`config.mk`:
```
export PLATFORM = sky130hd
export DESIGN_NAME = sd_spi_command_engine
export DESIGN_NICKNAME = d
export VERILOG_FILES = /design/src/rtl/sdspi_pkg.sv /design/src/rtl/sdspi_queue.sv /design/src/rtl/sdspi_sequencer.sv /design/src/rtl/sd_spi_command_engine.sv
export SDC_FILE = /design/constraint.sdc
export NUM_CORES = 1
export LEC_CHECK = 0
export ABC_AREA = 1
export CAP_MARGIN = 25
export CORE_MARGIN = 5
export CORE_UTILIZATION = 40
export CTS_CLUSTER_SIZE = 25
export DETAILED_ROUTE_END_ITERATION = 16
export DONT_BUFFER_PORTS = 1
export HOLD_SLACK_MARGIN = 0.1
export PLACE_DENSITY = 0.57
export SLEW_MARGIN = 20
export SYNTH_ARGS = -nofsm -noshare
export SYNTH_HDL_FRONTEND = slang
export SYNTH_SLANG_ARGS = --single-unit
```
`constraint.sdc`:
```
create_clock -name clock -period 4.46 [get_ports clock]
set_input_delay 0.223 -clock clock [delete_from_list [all_inputs] [get_ports clock]]
set_output_delay 0.223 -clock clock [all_outputs]
set_load 0.005 [all_outputs]
```
`src/rtl/sdspi_pkg.sv`:
```
// Package for the SD SPI command engine: payload structs, phase codes, constants.
// Used by the sequencer, the top level, the checker and the bench; depends on nothing.
package sdspi_pkg;

   typedef struct packed {
      logic        func;
      logic [5:0]  cmd_index;
      logic [31:0] cmd_arg;
      logic [7:0]  cmd_crc;
      logic [2:0]  resp_len;
      logic        block_read;
      logic [7:0]  rx_byte;
   } req_type;

   typedef struct packed {
      logic       tx_valid;
      logic [7:0] tx_byte;
      logic       cs_active;
      logic       data_valid;
      logic [7:0] data_byte;
      logic       r1_valid;
      logic [7:0] r1_code;
      logic       done_res;
      logic [1:0] status;
   } rsp_type;

   typedef enum logic [3:0] {
      PH_IDLE, PH_DUMMY, PH_CMD, PH_POLL, PH_RESP, PH_TOKEN, PH_BLOCK, PH_POST
   } phase_type;

   localparam logic       FUNC_START   = 1'b0;
   localparam logic [7:0] BYTE_IDLE    = 8'hFF;
   localparam logic [7:0] BYTE_TOKEN   = 8'hFE;
   localparam logic [7:0] CMD_PREFIX   = 8'h40;
   localparam logic [7:0] CRC_STOP     = 8'h01;
   localparam logic [1:0] ST_OK        = 2'd0;
   localparam logic [1:0] ST_CARD_ERR  = 2'd1;
   localparam logic [1:0] ST_TIMEOUT   = 2'd2;
   localparam int         CSR_POST_LEN = 0;
   localparam int         CSR_POLL_LIM = 1;

endpackage

```
`src/rtl/sdspi_queue.sv`:
```
// Two-entry queue of packed items used between the parts of the engine.
// Depends on nothing but its width parameter.
module sdspi_queue #(
   parameter int WIDTH = 8
) (
   input  logic             clock,
   input  logic             reset,
   input  logic             push,
   input  logic [WIDTH-1:0] push_data,
   output logic             full,
   input  logic             pop,
   output logic [WIDTH-1:0] pop_data,
   output logic             empty
);
   logic [WIDTH-1:0] slot_ff [2];
   logic [1:0]       count_ff, count_in;
   logic             rd_ff, rd_in, wr_ff, wr_in;
   logic             do_push, do_pop;

   assign full     = count_ff == 2'd2;
   assign empty    = count_ff == 2'd0;
   assign do_push  = push && !full;
   assign do_pop   = pop && !empty;
   assign pop_data = slot_ff[rd_ff];

   // Pointer and fill count update.
   always_comb begin
      count_in = count_ff + 2'(do_push) - 2'(do_pop);
      rd_in    = rd_ff ^ do_pop;
      wr_in    = wr_ff ^ do_push;
   end

   always_ff @(posedge clock) begin
      if (reset) begin
         count_ff <= '0;
         rd_ff    <= 1'b0;
         wr_ff    <= 1'b0;
      end else begin
         count_ff <= count_in;
         rd_ff    <= rd_in;
         wr_ff    <= wr_in;
      end
   end

   // Storage needs no reset.
   always_ff @(posedge clock) begin
      if (do_push) slot_ff[wr_ff] <= push_data;
   end
endmodule

```
`src/rtl/sdspi_sequencer.sv`:
```
// Back part of the engine: the command phase machine, one item per cycle while out_ready is high.
// Depends on sdspi_pkg for the payload structs, phase codes and constants.
module sdspi_sequencer #(
   parameter int BLOCK_BYTES = 512
) (
   input  logic             clock,
   input  logic             reset,
   input  logic             in_valid,
   output logic             in_ready,
   input  sdspi_pkg::req_type in_item,
   output logic             out_valid,
   input  logic             out_ready,
   output sdspi_pkg::rsp_type out_item,
   input  logic [7:0]       post_len,
   input  logic [15:0]      poll_limit
);
   import sdspi_pkg::*;

   localparam logic [9:0] BLOCK_LAST = 10'(BLOCK_BYTES - 1);

   phase_type   phase_ff, phase_in;
   logic [9:0]  count_ff, count_in;
   logic [15:0] poll_ff, poll_in, poll_inc;
   logic [31:0] arg_ff;
   logic [5:0]  cmd_ff;
   logic [7:0]  crc_ff;
   logic [2:0]  rlen_ff;
   logic        blk_ff;
   logic [1:0]  stat_ff, stat_in;
   logic        take;
   logic [7:0]  rx, cbyte;
   logic [2:0]  cidx;
   rsp_type     res;

   assign in_ready  = out_ready;
   assign out_valid = in_valid;
   assign out_item  = res;
   assign take      = in_valid && out_ready;
   assign rx        = in_item.rx_byte;
   assign poll_inc  = poll_ff + 16'd1;

   // Index of the next frame byte: the prefix after the dummy byte, then one on.
   assign cidx = (phase_ff == PH_CMD) ? count_ff[2:0] + 3'd1 : 3'd0;

   // Command frame byte for the next index.
   always_comb begin
      case (cidx)
         3'd0:    cbyte = CMD_PREFIX | {2'b00, cmd_ff};
         3'd1:    cbyte = arg_ff[31:24];
         3'd2:    cbyte = arg_ff[23:16];
         3'd3:    cbyte = arg_ff[15:8];
         3'd4:    cbyte = arg_ff[7:0];
         default: cbyte = CRC_STOP | crc_ff;
      endcase
   end

   // Next phase, counters and result for this item.
   always_comb begin
      logic post, miss;
      post     = 1'b0;
      miss     = 1'b0;
      phase_in = phase_ff;
      count_in = count_ff;
      poll_in  = poll_ff;
      stat_in  = stat_ff;
      res      = '0;
      if (in_item.func == FUNC_START) begin
         stat_in  = ST_OK;
         count_in = '0;
         poll_in  = '0;
         phase_in = PH_DUMMY;
         res.tx_valid = 1'b1;
         res.tx_byte  = BYTE_IDLE;
      end else begin
         case (phase_ff)
            PH_DUMMY: begin
               count_in = '0;
               phase_in = PH_CMD;
               res.tx_valid = 1'b1; res.tx_byte = cbyte; res.cs_active = 1'b1;
            end
            PH_CMD: begin
               if (count_ff >= 10'd5) begin
                  poll_in  = '0;
                  phase_in = PH_POLL;
                  res.tx_valid = 1'b1; res.tx_byte = BYTE_IDLE; res.cs_active = 1'b1;
               end else begin
                  count_in = count_ff + 10'd1;
                  res.tx_valid = 1'b1; res.tx_byte = cbyte; res.cs_active = 1'b1;
               end
            end
            PH_POLL: begin
               if (rx[7]) begin
                  miss = 1'b1;
               end else begin
                  res.r1_valid = 1'b1;
                  res.r1_code  = rx;
                  if (blk_ff) begin
                     if (rx != 8'd0) begin
                        stat_in = ST_CARD_ERR;
                        post    = 1'b1;
                     end else begin
                        poll_in  = '0;
                        phase_in = PH_TOKEN;
                        res.tx_valid = 1'b1; res.tx_byte = BYTE_IDLE;
                        res.cs_active = 1'b1;
                     end
                  end else if (rlen_ff != 3'd0) begin
                     count_in = '0;
                     phase_in = PH_RESP;
                     res.tx_valid = 1'b1; res.tx_byte = BYTE_IDLE; res.cs_active = 1'b1;
                  end else begin
                     post = 1'b1;
                  end
               end
            end
            PH_RESP: begin
               res.data_valid = 1'b1;
               res.data_byte  = rx;
               count_in = count_ff + 10'd1;
               if (count_in >= {7'd0, rlen_ff}) post = 1'b1;
               else begin
                  res.tx_valid = 1'b1; res.tx_byte = BYTE_IDLE; res.cs_active = 1'b1;
               end
            end
            PH_TOKEN: begin
               if (rx == BYTE_TOKEN) begin
                  count_in = '0;
                  phase_in = PH_BLOCK;
                  res.tx_valid = 1'b1; res.tx_byte = BYTE_IDLE; res.cs_active = 1'b1;
               end else begin
                  miss = 1'b1;
               end
            end
            PH_BLOCK: begin
               res.data_valid = 1'b1;
               res.data_byte  = rx;
               if (count_ff >= BLOCK_LAST) post = 1'b1;
               else begin
                  count_in = count_ff + 10'd1;
                  res.tx_valid = 1'b1; res.tx_byte = BYTE_IDLE; res.cs_active = 1'b1;
               end
            end
            PH_POST: begin
               if (count_ff >= {2'd0, post_len}) begin
                  res.done_res = 1'b1;
                  res.status   = stat_ff;
                  phase_in = PH_IDLE;
                  count_in = '0;
               end else begin
                  count_in = count_ff + 10'd1;
                  res.tx_valid = 1'b1; res.tx_byte = BYTE_IDLE;
               end
            end
            default: phase_in = PH_IDLE;
         endcase
         // A failed poll byte counts towards the timeout.
         if (miss) begin
            poll_in = poll_inc;
            if (poll_limit != 16'd0 && poll_inc >= poll_limit) begin
               stat_in = ST_TIMEOUT;
               post    = 1'b1;
            end else begin
               res.tx_valid = 1'b1; res.tx_byte = BYTE_IDLE; res.cs_active = 1'b1;
            end
         end
         // Chip select release: postamble or immediate completion.
         if (post) begin
            if (post_len == 8'd0) begin
               res.done_res = 1'b1;
               res.status   = stat_in;
               phase_in = PH_IDLE;
               count_in = '0;
            end else begin
               res.tx_valid = 1'b1; res.tx_byte = BYTE_IDLE; res.cs_active = 1'b0;
               count_in = 10'd1;
               phase_in = PH_POST;
            end
         end
      end
   end

   always_ff @(posedge clock) begin
      if (reset) begin
         phase_ff <= PH_IDLE;
         count_ff <= '0;
         poll_ff  <= '0;
         stat_ff  <= ST_OK;
         arg_ff   <= '0;
         cmd_ff   <= '0;
         crc_ff   <= '0;
         rlen_ff  <= '0;
         blk_ff   <= 1'b0;
      end else if (take) begin
         phase_ff <= phase_in;
         count_ff <= count_in;
         poll_ff  <= poll_in;
         stat_ff  <= stat_in;
         if (in_item.func == FUNC_START) begin
            arg_ff  <= in_item.cmd_arg;
            cmd_ff  <= in_item.cmd_index;
            crc_ff  <= in_item.cmd_crc;
            rlen_ff <= in_item.resp_len;
            blk_ff  <= in_item.block_read;
         end
      end
   end
endmodule

```
`src/rtl/sd_spi_command_engine.sv`:
```
// Top level of the SD SPI command engine: request queue, sequencer, result queue.
// Depends on sdspi_pkg, sdspi_queue and sdspi_sequencer.
//
// Usage: each request beat is either a start (func 0, carrying the command) or
// the byte received in the previous SPI exchange (func 1). Every request beat
// yields exactly one response beat naming the next byte to exchange, chip
// select, any R1, response or block byte, and completion with status.
// Requests are pushed with req_push while req_full is low; responses are
// taken with rsp_pop while rsp_empty is low. Registers are written through
// csr_write/csr_index/csr_data while the engine is idle.
// A request pushed into the request queue is taken by the sequencer once the
// result queue has room; its response enters the result queue in that same cycle.
// Throughput: one beat per cycle while the result queue has room, handled by
// the phase machine between the two-entry queues.
// Reset clears the queues, returns the phase to idle and restores
// postamble length 10 and an unlimited poll limit. When the consumer stalls,
// the result queue fills, then the request queue, and req_full rises.
module sd_spi_command_engine #(
   parameter int BLOCK_BYTES = 512
) (
   input  logic               clock,
   input  logic               reset,
   input  logic               req_push,
   input  sdspi_pkg::req_type req_data,
   output logic               req_full,
   output logic               rsp_empty,
   input  logic               rsp_pop,
   output sdspi_pkg::rsp_type rsp_data,
   input  logic               csr_write,
   input  logic               csr_index,
   input  logic [15:0]        csr_data
);
   import sdspi_pkg::*;

   logic [7:0]  post_len_ff;
   logic [15:0] poll_lim_ff;
   logic        q_empty, q_pop, r_full;
   req_type     q_item;
   rsp_type     r_item;
   logic        s_ready, s_valid;

   // Configuration registers.
   always_ff @(posedge clock) begin
      if (reset) begin
         post_len_ff <= 8'd10;
         poll_lim_ff <= 16'd0;
      end else if (csr_write) begin
         if (csr_index == 1'(CSR_POST_LEN)) post_len_ff <= csr_data[7:0];
         else if (csr_index == 1'(CSR_POLL_LIM)) poll_lim_ff <= csr_data;
      end
   end

   sdspi_queue #(.WIDTH($bits(req_type))) u_req_q (
      .clock, .reset, .push(req_push), .push_data(req_data), .full(req_full),
      .pop(q_pop), .pop_data(q_item), .empty(q_empty)
   );

   assign q_pop = s_ready;

   sdspi_sequencer #(.BLOCK_BYTES(BLOCK_BYTES)) u_seq (
      .clock, .reset, .in_valid(!q_empty), .in_ready(s_ready), .in_item(q_item),
      .out_valid(s_valid), .out_ready(!r_full), .out_item(r_item),
      .post_len(post_len_ff), .poll_limit(poll_lim_ff)
   );

   sdspi_queue #(.WIDTH($bits(rsp_type))) u_rsp_q (
      .clock, .reset, .push(s_valid), .push_data(r_item), .full(r_full),
      .pop(rsp_pop), .pop_data(rsp_data), .empty(rsp_empty)
   );
endmodule

```
==> impl_metrics.tcl <==
set metrics [dict create \
    layout-drive-gt1-share_pct 7.245 \
    grt_pass1_vias 8783 \
    period_share_pct 89.37 \
    syn_nets 1477 \
    rsz0062_at_grt "false" \
    seq_area_frac_synth_pct 59.08 \
    async_flop_share_pct 0 \
    grt_pass1_wl_mm 46.84 \
    multi_input_area_um2 4462 \
    synth_cell_types 47 \
    required_ps 4680 \
    nFillCells 2979 \
    routedWlPerCell_um 15.94 \
    placed_area_um2 13150 \
    fin_nets 1557 \
    power_density_nw_per_um2 617.0 \
    cts-root-buf "clkbuf_16" \
    p_leak_uw 0.006039 \
    postCtsSetupRepairBufs 0 \
    drv_cap 0 \
    totalPowerFinal_uw 9264 \
    cts_buffers 34 \
    synth_top_cells_by_area "edfxtp_1 (41%), dfxtp_1 (18%), nand2_1 (11%), inv_1 (4.0%), ha_1 (3.8%)" \
    crit_arrival_ps 4210 \
    die_area_um2 35520 \
    clkTransAtPathRegs_ps 60 \
    cts_sinks 288 \
    port_buffers 0 \
    first_iter_violations 531 \
    yosys_warnings 0 \
    grt_overflow_total 0 \
    final_cell_mix "nand2_1 (369), edfxtp_1 (176), inv_1 (136)" \
    drt_wl_total_mm 29.76 \
    synth.top_cell.area_share_pct 41.48 \
    htreeDepth 2 \
    cp_top_family "simple AND/OR/NAND/NOR gates" \
    first_pass_iters 5 \
    final_area_um2 15010 \
    register_area_um2 7528 \
    fp.dieW_um 188.5 \
    final_common_cell "nand2_1" \
    start_kind "flip-flop" \
    drc_errors 0 \
    min_period_ps 3986 \
    worstPathCellList "ha_1, nand3_1, nand3b_1, nor3b_1, nand2_1, nor2_1, nand3_1, nor2_1, xor2_1, ha_1, nand2_1, o21ai_0, a21oi_1, nand3_1, nand3_4, nand4_1, a21boi_2, o211ai_1" \
    critPathSlowestCell "a21boi_2" \
    clock_latency_ps 510 \
    routabilityCongestion 0.8890 \
    critPathCaptureType "flip-flop" \
    clk_path_buf_depth 3 \
    worstPathMaxFanout 9 \
    setup_tns_ps 0 \
    hpwl_mm 19.22 \
    cts_tree "done" \
    relSlewSlack_pct 34.03 \
    initial_utilization_pct 40.48 \
    cts_resized 0 \
    worst-path-buf-inv 0 \
    drv_slew 0 \
    post_drt_via_cell_ratio 4.986 \
    critPathMostFrequentCell "nand3_1" \
    dieHeight_um 188.5 \
    ys.flop_type "edfxtp_1" \
    hold_viol_final 0 \
    hold_class "primary input to flip-flop" \
    vias 9309 \
    ir_drop_v 0.0004049 \
    synth_area_um2 12740 \
    synthCells 1357 \
    holdWs_ps 144.7 \
    critPathKind "flip-flop to flip-flop" \
    synth_largest_area_cell "edfxtp_1" \
    skew_ps 18.72 \
    postSynthAreaPerCell_um2 9.389 \
    rows 65 \
    pin_count 114 \
    tightestPinTransition_ps 989.6 \
    antenna_found_initial 2 \
    ant_nets 0 \
    grt_use_total_pct 16.24 \
    setup_viol 0 \
    max_freq_mhz 250.9 \
    synth_edf_count 176 \
    core-area_um2 31470 \
    layout-area-overhead-vs-synth_pct 17.84 \
    grt_max_degree 99 \
    status "completed" \
    synth-seq-cells 288 \
    cpPeakStageDelay_ps 460 \
]
worst register-to-register path: stages, from the launching register on:
cell      delay (ps)
dfxtp_1          390
ha_1             200
nand3_1          110
nand3b_1         200
nor3b_1          320
nand2_1           90
nor2_1           150
nand3_1          130
nor2_1           140
xor2_1           190
ha_1             250
nand2_1           90
o21ai_0          100
a21oi_1          130
nand3_1          190
nand3_4          140
nand4_1          240
a21boi_2         460
o211ai_1         190
report_power, final:
part	switching, uW	total (uW)	internal (uW)
Sequential	307	3890	3580
Combinational	1960	2800	837
Clock	1080	2580	1500
through the flow:
| step | util, % | worst slack, ps | cells |
|---|---|---|---|
| after floorplan | - | 1045 | 1357 |
| after global placement | 41.74 | 366.6 | 1722 |
| after detailed placement | 41.78 | 383.7 | 1723 |
| after CTS | 47.60 | 392.7 | 1864 |
| after global routing | 47.70 | 13.28 | 1867 |
| final | 47.70 | 474.2 | 1867 |
path summary, 6_finish.rpt:
path                     from                     end  slack, ps  cells past startpoint
max          u_seq.poll_ff[0]  u_rsp_q.slot_ff[1][23]        470                     18
min                     reset          post_len_ff[1]        140                      2
max reg2reg  u_seq.poll_ff[0]  u_rsp_q.slot_ff[1][23]        470                     18
min reg2reg  u_seq.poll_ff[7]        u_seq.poll_ff[7]        470                      2
cell usage after synthesis, drive strengths merged, types with 5 or more instances:
cell / instances
nand2: 377
edfxtp: 176
inv: 140
dfxtp: 112
o21ai: 105
nor2: 104
nand3: 70
a21oi: 55
a31oi: 52
ha: 39
clkbuf: 38
buf: 13
xor2: 13
nand4: 12
nor3: 9
o211ai: 6
a211oi: 5
nor4: 5
area by class of cell:
class                      count  share of cell area [%]
sequential                   288                   50.14
multi-input combinational    878                   29.72
timing repair buffer          95                   6.333
clock buffer                  44                   5.983
inverter                     140                   3.500
tap                          402                   3.350
clock inverter                18                  0.9417
antenna                        2                 0.03333
state kept, by name, summed over array words and instances (netlist names):
name              count
u_seq.poll_ff        16
u_seq.phase_ff        3
u_rsp_q.rd_ff         1
u_rsp_q.wr_ff         1
poll_lim_ff          16
u_rsp_q.count_ff      2
u_seq.crc_ff          7
u_rsp_q.slot_ff      60
post_len_ff           8
u_req_q.count_ff      2
u_seq.rlen_ff         3
u_seq.blk_ff          1
u_req_q.rd_ff         1
u_seq.stat_ff         2
u_req_q.slot_ff     116
u_seq.arg_ff         32
u_seq.cmd_ff          6
u_seq.count_ff       10
u_req_q.wr_ff         1
logic make-up (layout without fill, tap and decap cells):
logic type / count (synthesis) / in the layout / synth area share (%)
AND/OR/NAND/NOR: 586 / 586 / 19.46
flip-flops: 288 / 288 / 59.08
AO/OA/AOI/OAI: 235 / 235 / 10.45
buffers and inverters: 191 / 297 / 5.981
adder cells (fa/ha/maj): 39 / 39 / 3.830
XOR/XNOR: 17 / 17 / 1.169
other: 1 / 3 / 0.02943
layer usage:
metal  wire length [um]  vias up  track usage (%)
li1                   -     4764                -
met1              13450     4323            21.43
met2              14350      184            27.88
met3               1432       38            3.112
met4                523        0            3.784
met5                  0        -                0
repair_timing:
item / CTS / global route
setup endpoints to repair: 0 / 0
endpoints found under the hold margin: 163 / 0
hold buffers: 79 / 0
(Power assumes the default switching activity.)
